### src/hdl/rsa_pkg.sv
// ----------------------------------------------------------------------------
// rsa_pkg
// Shared constants and types of the refcounted slot allocator.
// ----------------------------------------------------------------------------
package rsa_pkg;

	localparam int NUM_SLOTS  = 256;
	localparam int COUNT_BITS = 16;
	localparam int IDX_BITS   = 8;
	localparam int DEPTH_BITS = IDX_BITS + 1;
	localparam int TOTAL_BITS = 32;

	typedef enum logic {
		MODE_ADD    = 1'b0,
		MODE_REMOVE = 1'b1
	} mode_t;

	typedef logic [IDX_BITS-1:0]   idx_t;
	typedef logic [COUNT_BITS-1:0] count_t;
	typedef logic [DEPTH_BITS-1:0] depth_t;

	typedef struct packed {
		logic   en;
		idx_t   addr;
		count_t data;
	} count_wr_t;

	typedef struct packed {
		logic push;
		logic pop;
		idx_t idx;
	} stack_op_t;

endpackage

### src/hdl/rsa_free_stack.sv
// ----------------------------------------------------------------------------
// rsa_free_stack
// Stack of freed slot indices in a synchronous RAM, with its depth counter.
// ----------------------------------------------------------------------------
module rsa_free_stack (
	input  logic               clk,
	input  logic               arst_n,
	input  logic               rd_en,
	input  rsa_pkg::stack_op_t op,
	output rsa_pkg::idx_t      top_idx,
	output rsa_pkg::depth_t    depth
);

	rsa_pkg::idx_t   mem [rsa_pkg::NUM_SLOTS];
	rsa_pkg::idx_t   top_q;
	rsa_pkg::depth_t depth_q;
	rsa_pkg::depth_t depth_dec;
	logic            full;

	assign depth_dec = depth_q - rsa_pkg::DEPTH_BITS'(1);
	assign full      = depth_q[rsa_pkg::DEPTH_BITS-1];

	always_ff @(posedge clk) begin
		if (op.push && !full) begin
			mem[depth_q[rsa_pkg::IDX_BITS-1:0]] <= op.idx;
		end
		if (rd_en) begin
			top_q <= mem[depth_dec[rsa_pkg::IDX_BITS-1:0]];
		end
	end

	always_ff @(posedge clk or negedge arst_n) begin
		if (!arst_n) begin
			depth_q <= '0;
		end else if (op.push && !full) begin
			depth_q <= depth_q + rsa_pkg::DEPTH_BITS'(1);
		end else if (op.pop) begin
			depth_q <= depth_dec;
		end
	end

	assign top_idx = top_q;
	assign depth   = depth_q;

endmodule

### config.mk
export PLATFORM = sky130hd
export DESIGN_NAME = rsa_free_stack
export DESIGN_NICKNAME = d
export VERILOG_FILES = /design/src/hdl/rsa_pkg.sv /design/src/hdl/rsa_free_stack.sv
export SDC_FILE = /design/constraint.sdc
export NUM_CORES = 2
export LEC_CHECK = 0
export BUFFER_PORTS_ARGS = -buffer_cell sky130_fd_sc_hd__buf_2
export CAP_MARGIN = 20
export CORE_MARGIN = 2
export CORE_UTILIZATION = 30
export CTS_BUF_LIST = sky130_fd_sc_hd__clkbuf_16
export DETAILED_ROUTE_END_ITERATION = 6
export PLACE_DENSITY = 0.49
export REMOVE_ABC_BUFFERS = 1
export SYNTH_ARGS = -nofsm -noshare
export SYNTH_HDL_FRONTEND = slang
export SYNTH_SLANG_ARGS = --single-unit
### constraint.sdc
create_clock -name clk -period 8.8 [get_ports clk]
set_clock_uncertainty 0.1 [all_clocks]
set_input_delay 0.44 -clock clk [delete_from_list [all_inputs] [get_ports clk]]
set_output_delay 0.44 -clock clk [all_outputs]
set_load 0.02 [all_outputs]
**After elaboration in Yosys (flattened, before gate mapping)**

Memories as Yosys holds them, arrays and structs flattened. A register that Yosys moved wholly into a read port is not among the register bits.
Cells that the tools add are included.

- $add $sub $neg: 2
- Mux-type cells: 4
- Reduce and logical (&&, ||, !) cells: 3

Operators with widths:

| cell | count |
|---|---|
| $mux W9 | 2 |
| $add A9 B1 Y9 const B | 1 |
| $sub A9 B1 Y9 const B | 1 |
| $mux W1 | 2 |
| $reduce_bool A2 Y1 | 1 |
| $logic_and A1 B1 Y1 | 1 |
| $logic_not A1 Y1 | 1 |

- Bits in registers: 9
- Memory bits (writable): 2,048
- Input bits: 13
- Output and inout port bits: 17
- Word-level logic and storage cells: 11
- Memories kept: 1

Memories:

| memory | words | width | read ports | clocked after memory_dff | wr ports | RTL line | source |
|---|---|---|---|---|---|---|---|
| mem | 256 | 8 | 1 | 1 | 1 | rsa_free_stack.sv:14 | `rsa_pkg::idx_t mem [rsa_pkg::NUM_SLOTS];` |

**Logic depth before layout (Yosys ltp)**

- Depth in word-level cells: 4
- Gate-level depth with buffers: 17
- Gate-level depth less buffers: 9

**Worst setup path before layout**

Ideal clock, no wire load.

- Kind: register to register
- Start point: register depth_q[0] (netlist: depth[0])
- End point: register top_q[4] (netlist: top_idx[4]), read port of mem (data pin)
- Setup time: 0.272 ns
- Data arrival time: 3.845 ns
- Data required time: 8.428 ns
- Setup slack: 4.583 ns
- Cell stages (with the launch flop): 17
- Buffers on the path: 9
- Clock period less this slack: 4.217 ns
- Cell sequence: dfrtp_1 buf_2 buf_2 buf_2 buf_2 buf_2 inv_1 ha_1 buf_2 buf_2 buf_1 clkbuf_1 mux4_2 a22oi_1 a21oi_1 nor3_1 o221ai_1

- Longest elaborated chain between the ends: 1

Ends and longest elaborated chain:

| item | RTL line | source |
|---|---|---|
| start, declared | rsa_free_stack.sv:16 | `rsa_pkg::depth_t depth_q;` |
| start signal, assigned | rsa_free_stack.sv:36 | `depth_q <= depth_q + rsa_pkg::DEPTH_BITS'(1);` |
| start signal, assigned | rsa_free_stack.sv:38 | `depth_q <= depth_dec;` |
| $sub A9 B1 Y9 | rsa_free_stack.sv:20 | `assign depth_dec = depth_q - rsa_pkg::DEPTH_BITS'(1);` |
| end, declared | rsa_free_stack.sv:15 | `rsa_pkg::idx_t top_q;` |

Every way passes these cells.
A chain may end at the register's enable or synchronous reset.

**Worst setup path in the final report**

- Start point: register depth_q[0] (netlist: depth[0])
- End point: register top_q[7] (netlist: top_idx[7]), read port of mem (data pin)

Same word-level chain as after synthesis.

==> metrics.md <==
| Metric | Value |
|---|---|
| Status | complete, but fails checks |
| Failing checks | design-rule violations |
| Routed WL | 211000 um |
| # setup viols final | 0 |
| Chip height | 518.9 um |
| F_max | 179.9 MHz |
| Kind of critical path | flip-flop to flip-flop |
| 1st-iter DRT viols | 4106 |
| WP data arrival | 6010 ps |
| Syn Area/Cell | 21.60 um2 |
| Period utilization | 0.6315 |
| Overall Global Routing Usage | 0.1544 |
| Hold WS | 17.94 ps |
| Worst path required time | 9250 ps |
| Post-Syn Area | 0.07955 mm2 |
| Synth warnings | 0 |
| Commonest non-fill, non-tap cell in the layout | edfxtp_1 |
| Starting Density | 0.3009 |
| Die area | 0.2693 mm2 |
| Total of max-cap violations | 0 |
| Die X | 518.9 um |
| CORE AREA | 0.2644 mm2 |
| CTS Buf Count | 212 |
| Via/cell ratio | 5.039 |
| Final hold vios | 0 |
| Pre-antenna DRT Iters | 7 |
| CTS sink count | 2065 |
| Utilization after layout | 0.3428 |
| Drt wl/cell | 28.20 um |
| Synth Flop Type | edfxtp_1 |
| Final net count | 3798 |
| Ys async rst share | 0.004358 |
| Worst Hold Class | input pin to flip-flop |
| Worst-path clk slew | 60 ps |
| Crit path launch type | flip-flop |
| Post-synthesis sequential area ratio | 0.7790 |
| GP Congestion | 0.7684 |
| Largest net degree at the start of global routing | 132 |
| Setup TNS Final | 0 ps |
| Slew at the pin with the worst max-slew slack | 1142 ps |
| Post-route ant nets | 0 |
| Max stage delay on crit path | 640 ps |
| Netlist cell types | 47 |
| Clock buffer depth | 3 |
| Most frequent cells in the layout | edfxtp_1 (2056), mux4_2 (512), nor2_1 (283), clkbuf_16 (213), a22oi_1 (192) |
| Tmin final | 5557 ps |
| Slew Limit Headroom | 0.2385 |
| Gate Count Post-Synth | 3683 |
| DRC | 2 |
| Static Leak | 27.43 nW |
| Buffers on Ports | 29 |
| WP buf/inv | 3 |
| Row cnt | 189 |
| VDD IR max | 0.0005140 V |
| H-tree depth | 4 |
| Gr ovfl total | 0 |
| Initial antenna violation count | 10 |
| First-pass GRT wire length | 299800 um |
| Post-synth EDFFs | 2056 |
| Critical path's top delay family | buffers and inverters |
| HPWL after detailed placement | 121600 um |
| Root Driver | clkbuf_16 |
| Layout cell share with drive strength beyond 1 | 0.2362 |
| IO Count | 30 |
| Vias in the first global route | 38.67k |
| Layout area overhead | 13.92% |
| Cts repair resizes | 0 |
| PD cells | 338.8 mW/mm2 |
| Fin. max-slew vios | 0 |
| RSZ-0062 raised after global routing | false |
| Total number of vias | 37.70k |
| Crit-path max FO | 76 |
| Worst setup EP type | flip-flop |
| Skew-Pair Late Insertion Delay | 850 ps |
| Count of state elements after synthesis | 2065 |
| Critical path's slowest cell | a32oi_1 |
| CP Cell Sequence | buf_4 > buf_4 > buf_12 > mux4_2 > mux2i_1 > mux2i_1 > a32oi_1 > o221ai_1 > a32oi_1 > o221ai_1 |
| CTS tree | yes |
-- kinds of logic (layout without fill, tap and decap cells) --
family	after synthesis	after routing	synth area share
buffers and inverters	234	497	0.01285
and+or+nand+nor	476	476	0.02438
other	0	3	0
DFF	2065	2065	0.7790
adders and majority gates	4	4	0.0006292
muxes	536	536	0.1480
AOI/OAI and AO/OA	356	356	0.03333
xor gates and xnor gates	12	12	0.001840
-- layer usage --
| metal | vias up | global-route usage | wire, um |
|---|---|---|---|
| met4 | 0 | 0.03683 | 4498 |
| met1 | 20658 | 0.2212 | 94490 |
| met3 | 264 | 0.02560 | 11210 |
| met2 | 1062 | 0.2455 | 100800 |
| met5 | - | 0 | 0 |
| li1 | 15719 | - | - |
-- through the flow --
step           total power [mW]  worst slack, ps  std cells  area (um2)
2_1_floorplan             17.85           -24370       3452       78530
3_3_place_gp              22.65             3131       7083       83970
3_5_place_dp              22.66             3170       7087       84010
4_1_cts                   31.11             3167       7477       90590
5_1_grt                   31.84             2998       7480       90620
6_report                  30.70             3243       7482       90620
-- registers in the layout, indices dropped and copies added (netlist names) --
register,flops
depth,9
top_idx,8
mem,2048
-- synthesized netlist by cell type, types with 7 or more instances --
master / instances / area, um2
edfxtp_1: 2056 / 61740
mux4_2: 512 / 11530
nor2_1: 283 / 1062
a22oi_1: 192 / 1441
clkbuf_1: 127 / 476.7
nand2_1: 106 / 397.9
buf_2: 91 / 455.4
a21oi_1: 52 / 260.3
a22o_1: 48 / 420.4
nand3_1: 42 / 210.2
mux2i_1: 24 / 240.2
nor3_1: 21 / 105.1
a211o_1: 16 / 140.1
a32oi_1: 16 / 140.1
o221ai_1: 16 / 140.1
dfrtp_1: 9 / 225.2
buf_1: 7 / 26.28
nor2b_1: 7 / 43.79
-- final cells by class --
class / instances / area (um2)
fillers: 24770 / 173800
flip-flops and latches: 2065 / 61970
multi-input cells: 1384 / 16700
clock buffers: 213 / 5330
well taps: 3533 / 4420
clock inverters: 166 / 1140
repair buffers: 115 / 1044
inverters: 3 / 11.26
diodes: 3 / 7.507
-- worst paths after layout --
kind	depth (start not counted)	slack [ps]	startpoint	to
max in group asynchronous	3	7580	arst_n	depth[0]$_DFFE_PN0P_
min in group asynchronous	3	610	arst_n	depth[0]$_DFFE_PN0P_
max reg2reg	10	3240	depth[0]$_DFFE_PN0P_	top_idx[7]$_DFFE_PP_
max	10	3240	depth[0]$_DFFE_PN0P_	top_idx[7]$_DFFE_PP_
min	1	20	op[1]	mem[231][1]$_DFFE_PP_
min reg2reg	2	730	depth[1]$_DFFE_PN0P_	depth[1]$_DFFE_PN0P_
-- repair_timing --
item	CTS	global route
hold buffers	11	0
hold endpoints to repair	177	0
buffers inserted	0	0
-- report_power, final --
part	switching, mW	internal (mW)	total, mW
Clock	3.80	4.65	8.45
Sequential	0.132	10.9	11.1
Combinational	6.94	4.24	11.2
Note: power is estimated with default switching activity, not from simulation.
