**src/hdl/rsa_pkg.sv**
```systemverilog
// ----------------------------------------------------------------------------
// rsa_pkg
// Shared constants and types of the refcounted slot allocator.
// ----------------------------------------------------------------------------
package rsa_pkg;

	localparam int NUM_SLOTS  = 256;
	localparam int COUNT_BITS = 16;
	localparam int IDX_BITS   = 8;
	localparam int DEPTH_BITS = IDX_BITS + 1;
	localparam int TOTAL_BITS = 32;

	typedef enum logic {
		MODE_ADD    = 1'b0,
		MODE_REMOVE = 1'b1
	} mode_t;

	typedef logic [IDX_BITS-1:0]   idx_t;
	typedef logic [COUNT_BITS-1:0] count_t;
	typedef logic [DEPTH_BITS-1:0] depth_t;

	typedef struct packed {
		logic   en;
		idx_t   addr;
		count_t data;
	} count_wr_t;

	typedef struct packed {
		logic push;
		logic pop;
		idx_t idx;
	} stack_op_t;

endpackage

```
**src/hdl/rsa_count_store.sv**
```systemverilog
// ----------------------------------------------------------------------------
// rsa_count_store
// Per-slot token counts in a synchronous RAM; valid bits make unwritten
// entries read as zero after reset.
// ----------------------------------------------------------------------------
module rsa_count_store (
	input  logic               clk,
	input  logic               arst_n,
	input  logic               rd_en,
	input  rsa_pkg::idx_t      rd_addr,
	output rsa_pkg::count_t    rd_data,
	input  rsa_pkg::count_wr_t wr
);

	rsa_pkg::count_t mem [rsa_pkg::NUM_SLOTS];
	logic            valid_q [rsa_pkg::NUM_SLOTS];
	rsa_pkg::count_t rd_q;
	logic            rd_valid_q;

	always_ff @(posedge clk) begin
		if (wr.en) begin
			mem[wr.addr] <= wr.data;
		end
		if (rd_en) begin
			rd_q <= mem[rd_addr];
		end
	end

	always_ff @(posedge clk or negedge arst_n) begin
		if (!arst_n) begin
			for (int i = 0; i < rsa_pkg::NUM_SLOTS; i++) begin
				valid_q[i] <= 1'b0;
			end
			rd_valid_q <= 1'b0;
		end else begin
			if (wr.en) begin
				valid_q[wr.addr] <= 1'b1;
			end
			if (rd_en) begin
				rd_valid_q <= valid_q[rd_addr];
			end
		end
	end

	assign rd_data = rd_valid_q ? rd_q : '0;

endmodule

```
**config.mk**
```make
export PLATFORM = sky130hd
export DESIGN_NAME = rsa_count_store
export DESIGN_NICKNAME = d
export VERILOG_FILES = /design/src/hdl/rsa_pkg.sv /design/src/hdl/rsa_count_store.sv
export SDC_FILE = /design/constraint.sdc
export NUM_CORES = 2
export LEC_CHECK = 0
export ABC_AREA = 1
export BUFFER_PORTS_ARGS = -buffer_cell sky130_fd_sc_hd__buf_4
export CAP_MARGIN = 40
export CORE_ASPECT_RATIO = 1.25
export CORE_MARGIN = 2
export CORE_UTILIZATION = 65
export CTS_CLUSTER_DIAMETER = 40
export DETAILED_ROUTE_END_ITERATION = 10
export HOLD_SLACK_MARGIN = 0.06
export PLACE_DENSITY = 0.88
export SLEW_MARGIN = 20
export SYNTH_ARGS = -nofsm -noshare
export SYNTH_HDL_FRONTEND = slang
export SYNTH_SLANG_ARGS = --single-unit
```
**constraint.sdc**
```tcl
create_clock -name clk -period 2.64 [get_ports clk]
set_clock_uncertainty 0.1 [all_clocks]
set_input_delay 0.132 -clock clk [delete_from_list [all_inputs] [get_ports clk]]
set_output_delay 0.132 -clock clk [all_outputs]
set_load 0.05 [all_outputs]
```
==> parameters.txt, run 1 <==
Parameter                              Value

Clocking
  Root Driver ... clkbuf_16
  Maximum buffer depth of the clock tree ... 4
  Clock sink total ... 4369
  Setup Buffers After CTS ... 0
  Number of buffers added by the clock tree synthesis step ... 409
  H-tree depth reported by CTS ... 5

Global routing
  Initial antenna violation count ... 136
  Remaining Overflow, GRT ... 168
  GR Util All Layers ... 73.6%
  Pin count of the biggest net entering global routing ... 94

Logic synthesis
  Number of nets in the synthesized netlist ... 14100
  Cell variety after synth ... 22
  Syn avg cell area ... 12.4 µm²
  Synthesized flop and latch total ... 4369
  Synthesized instance count ... 14000
  Count of warnings emitted by yosys ... 0
  Fraction of the yosys area taken by sequential cells ... 74.7%
  Post-Syn Area ... 174000 µm²

Floorplan
  Number of ports placed on the die boundary ... 52
  Initial core utilization ... 65.2%
  Height of the chip ... 582 µm
  Horizontal die dimension ... 467 µm
  # rows ... 212

Status
  Stage where the run ended ... global routing (5_1_grt)
  Result of the run ... aborted with a tool error
  Error message ... [ERROR GRT-0232] Routing congestion too high. Check the congestion heatmap in the GUI.

Placement
  Routability-driven placement congestion ratio ... 0.989
  HPWL after detailed placement ... 335000 µm
  Count of buffers inserted at the top-level ports ... 51

Timing
  Worst EP kind ... register data pin
  Endpoint with the least setup slack after the last repair ... rd_q[11]$_DFFE_PP_/D
## what timing repair did
| action | in CTS |
|---|---|
| hold buffers | 33 |
| resized for setup | 0 |
| endpoints found under the setup margin | 0 |
| endpoints found under the hold margin | 4608 |
## logic make-up after synthesis
logic type,count (synthesis),synth area share (%)
AOI/OAI and AO/OA,2240,6.95
buffers and inverters,1115,2.87
DFF,4369,74.7
and+or+nand+nor,6306,15.5
## per-stage QoR
stage	util, %	std cells	setup slack [ps]	instance area [µm²]	hold slack, ps
after CTS	75.3	18500	96.1	201000	107
after detailed placement	69.9	17700	-462	186000	49.5
after global placement	69.9	17700	-363	186000	42.3
after floorplan	-	14000	549	174000	-264
## synth_stat cells
library cell  instances  area, µm²
buf_6                15        169
a21oi_1              64        320
nand3_1            2114      10600
o21ai_0            1428       7150
buf_1               121        454
nor2_1             1691       6350
clkinv_1              3       11.3
buf_4                60        450
clkbuf_2              2       10.0
inv_1               113        424
or2_2               256       1600
o21ai_1              44        220
clkbuf_1            442       1660
buf_2               354       1770
nand2_1            2245       8430
clkinv_2              1       5.00
inv_4                 1       6.26
inv_2                 2       7.51
edfxtp_1           4112     123000
o22ai_1             704       4400
dfrtp_1             257       6430
buf_8                 1       15.0
## metal layers
| metal | GRT overflow | track usage [%] |
|---|---|---|
| met1 | 19 | 68.6 |
| met2 | 59 | 84.4 |
| met3 | 15 | 70.8 |
| met4 | 69 | 67.6 |
| met5 | 6 | 65.5 |
==> run 2: changes to the inputs <==
- CORE_ASPECT_RATIO: 1.25 -> unset
- CORE_UTILIZATION: 65 -> 40
- CTS_CLUSTER_DIAMETER: 40 -> unset
- HOLD_SLACK_MARGIN: 0.06 -> unset
- PLACE_DENSITY: 0.88 -> unset
- PLACE_DENSITY_LB_ADDON: unset -> 0.15
==> parameters.txt, run 2 <==
Parameter                              Value

Status
  Result of the run ... finished, final reports clean (was aborted with a tool error)

Route
  DRC violations left ... 0
  Detail Route Antenna Nets ... 0
  Via count ... 118000
  Average via count per standard cell ... 5.59
  DR iter-0 viols ... 14600
  First-pass iteration count of the detailed router ... 6
  Post-Route WL ... 582000 µm
  Average wire per cell in the routed design ... 27.6 µm

Timing
  Pin slew with the least headroom to its limit ... 1130 ps
  Count of endpoints failing hold in the final timing report ... 0
  Final TNS setup ... 0 ps
  Maximum clock frequency ... 0.385 GHz
  Worst-case headroom to the max-slew limit ... 24.8%
  Post-route minimum period ... 2600 ps
  Total setup violations reported at the end of the flow ... 0
  Max-slew violations ... 0
  Worst hold-check slack ... 64.2 ps
  Final worst path period share ... 98.4%
  Unrepaired setup endpoints after global routing ... no

Finish
  Most frequent standard cell in the layout excluding fill and tap cells ... edfxtp_1
  Top register by number of flip-flops ... mem
  Filler Cells Inserted ... 38500
  Flip-flop count of the largest register after layout ... 4096
  Top Registers ... mem: 4096 flops, valid_q: 256 flops, rd_q: 16 flops
  Number of nets at the end of the flow ... 15000
  Core utilization of the finished layout ... 48.0%
  Area added between synthesis and finish ... 19.7%
  Fraction of layout instances using a drive strength above 1 ... 16.0%
  Most frequent cells in the layout ... 4112 x edfxtp_1, 2225 x nand2_1, 2103 x nand3_1

Clocking
  Maximum buffer depth of the clock tree ... 4 (unchanged)
  Number of buffers added by the clock tree synthesis step ... 457 (was 409)
  Clock sink total ... 4369 (unchanged)
  Clock latency of the later-clocked register in the worst-skew pair ... 1030 ps
  H-tree depth reported by CTS ... 5 (unchanged)
  Root Driver ... clkbuf_16 (unchanged)
  TritonCTS clock tree ... built
  Clock-pin slew on the worst setup and hold paths ... 70 ps

Worst setup path
  Reg-to-Reg End ... rd_q[12]
  Minimum setup slack among reg-to-reg paths ... 40 ps
  Number of cells traversed by the worst register-to-register path ... 11
  Maximum fanout count along the critical path ... 1
  Critical path's top delay family ... simple AND/OR/NAND/NOR gates
  Setup CP Type ... flop to flop
  Critical Path, Cell by Cell ... o21ai_0 > o22ai_1 > nand2_1 > nand3_1 > nand3_1 > nand3_2 > nand3_1 > nand2_1 > buf_12 > nand2_2 > nand2_1
  Type of origin of the critical path ... flop
  Setup crit end kind ... flop
  Sum of buffers and inverters on the critical path ... 1
  Arrival time of data at the critical path endpoint ... 3250 ps
  Crit Reg-Reg Startpoint ... mem[150][12]
  Critical path depth in cells ... 11
  Largest incremental delay on the critical path ... 380 ps
  Crit-path slowest cell ... edfxtp_1
  Data required time at the worst endpoint ... 3300 ps

Floorplan
  Initial core utilization ... 40.1% (was 65.2%)
  # rows ... 242 (was 212)
  Number of ports placed on the die boundary ... 52 (unchanged)
  Horizontal die dimension ... 663 µm (was 467 µm)
  Core region area ... 434000 µm²
  Die area ... 440000 µm²
  Height of the chip ... 663 µm (was 582 µm)

Logic synthesis
  Synthesized-area fraction occupied by ao, oa, aoi and oai cells ... 6.95% (unchanged)
  Ys async rst share ... 5.88% (unchanged)
  Xor and xnor area share after synthesis ... 0% (unchanged)
  Synthesized flop and latch total ... 4369 (unchanged)
  Number of nets in the synthesized netlist ... 14100 (unchanged)
  Adder-cell area share of the yosys netlist ... 0% (unchanged)
  Simple-gate share of the synthesized area ... 15.5% (unchanged)
  Multiplexer share of the synthesized area ... 0% (unchanged)
  Fraction of the yosys area taken by sequential cells ... 74.7% (unchanged)
  Leading post-synthesis cells by instance count ... 4112 x edfxtp_1, 2245 x nand2_1, 2114 x nand3_1 (unchanged)
  Synthesized instance count ... 14000 (unchanged)
  Count leader, synth ... edfxtp_1 (unchanged)
  Top flip-flop cell by instance count after synthesis ... edfxtp_1 (unchanged)
  Largest family of logic cells by synthesized area ... simple AND/OR/NAND/NOR gates (unchanged)
  Post-Syn Area ... 174000 µm² (unchanged)
  Syn avg cell area ... 12.4 µm² (unchanged)
  Cell variety after synth ... 22 (unchanged)
  Share of the synthesized area in the top cell type ... 71.0% (unchanged)
  Count of flip-flops with a built-in enable after synthesis ... 4112 (unchanged)
  Count of warnings emitted by yosys ... 0 (unchanged)
  Top cells by area, synth ... edfxtp_1 71%, nand3_1 6.1%, nand2_1 4.8% (unchanged)
  Post-synthesis cell type with the largest combined area ... edfxtp_1 (unchanged)

Global routing
  Pin count of the biggest net entering global routing ... 89
  GR Util All Layers ... 25.8%
  First-pass GRT wire length ... 831000 µm
  Via count of the first global-routing pass ... 112000
  Remaining Overflow, GRT ... 0
  Initial antenna violation count ... 25

Power
  Maximum resistive drop on vdd ... 0.544 mV
  Sequential group share of total power ... 49.9%
  Net switching power figure ... 35.6 mW
  Pwr dens ... 737 nW/µm²
  Power share of the clock group ... 42.6%
  Leakage power ... 73.3 nW
  Internal portion of total power ... 118 mW
  Share of power burned in combinational logic ... 7.5%
  Switching power share of the total ... 23.2%

Flow run
  Max Cap Violations ... 0

Placement
  HPWL after detailed placement ... 359000 µm (was 335000 µm)
  Routability-driven placement congestion ratio ... 0.876 (was 0.989)
  Count of buffers inserted at the top-level ports ... 51 (unchanged)

Worst hold path
  HP Class ... input port to asynchronous set/reset pin
## run 2: layout make-up
class                           count  area [µm²]  area share, %
Timing Repair Buffer             1439       16000           7.71
Multi-Input combinational cell   8546       39300           18.9
Inverter                          120         503          0.242
Clock buffer                      628       12900           6.18
Sequential cell                  4369      130000           62.4
Antenna cell                        9        22.5         0.0108
Clock inverter                    234        2320           1.12
Tap cell                         5734        7170           3.45
## run 2: worst reg2reg max path, cell delays in order (launching register included)
cell	delay (ps)
edfxtp_1	380
o21ai_0	170
o22ai_1	110
nand2_1	70
nand3_1	180
nand3_1	230
nand3_2	240
nand3_1	290
nand2_1	180
buf_12	160
nand2_2	160
nand2_1	80
## run 2: timing repair
item,in CTS,in global routing
endpoints found under the hold margin,4755,0
setup buffers,0,0
gates resized for setup,11,9
setup endpoints to repair,21,5
hold buffers,47,0
pin swaps,1,0
## run 2: how the worst max path moves through the flow
stage | startpoint | end | slack (ps)
floorplan | wr[24] | mem[162][0] | 550
global placement | rd_addr[1] | rd_q[11] | -820
detailed placement | rd_addr[1] | rd_q[11] | -730
CTS | rd_q[15] | rd_data[15] | 4
global route | mem[170][4] | rd_q[4] | 0.2
finish | mem[150][12] | rd_q[12] | 40
## run 2: per-layer routing
layer / vias up / share of wire, % / GRT usage (%)
met1: 59700 / 44 / 38.1
met4: 2 / 3.2 / 7.84
met2: 4559 / 45 / 40.1
li1: 52800 / - / -
met5: - / 0.0022 / 0
met3: 718 / 7.3 / 3.20
## run 2: cell families (layout without fill, tap and decap cells)
kind of cell / Yosys count / in the layout
other: 0 / 9
DFF: 4369 / 4369
buffers and inverters: 1115 / 2421
and+or+nand+nor: 6306 / 6306
AOI/OAI and AO/OA: 2240 / 2240
## run 2: through the flow
| stage | instances | total power [mW] | worst slack (ps) | instance area, µm² |
|---|---|---|---|---|
| floorplan | 14000 | 82.8 | 549 | 174000 |
| global placement | 20200 | 89.3 | -821 | 192000 |
| detailed placement | 20200 | 89.3 | -731 | 192000 |
| CTS | 21100 | 154 | 4.47 | 208000 |
| global route | 21100 | 158 | 0.167 | 208000 |
| finish | 21100 | 153 | 42.8 | 208000 |
## run 2: power groups by stage
stage / Clock, mW / Combinational (mW) / Sequential (mW)
after floorplan: 0 / 4.99 / 77.8
after global placement: 0 / 11.3 / 77.9
after detailed placement: 0 / 11.4 / 77.9
after CTS: 66.3 / 11.5 / 76.5
after global routing: 68.9 / 12.3 / 76.5
final: 65.4 / 11.5 / 76.5
Note: power is estimated with default switching activity, not from simulation.
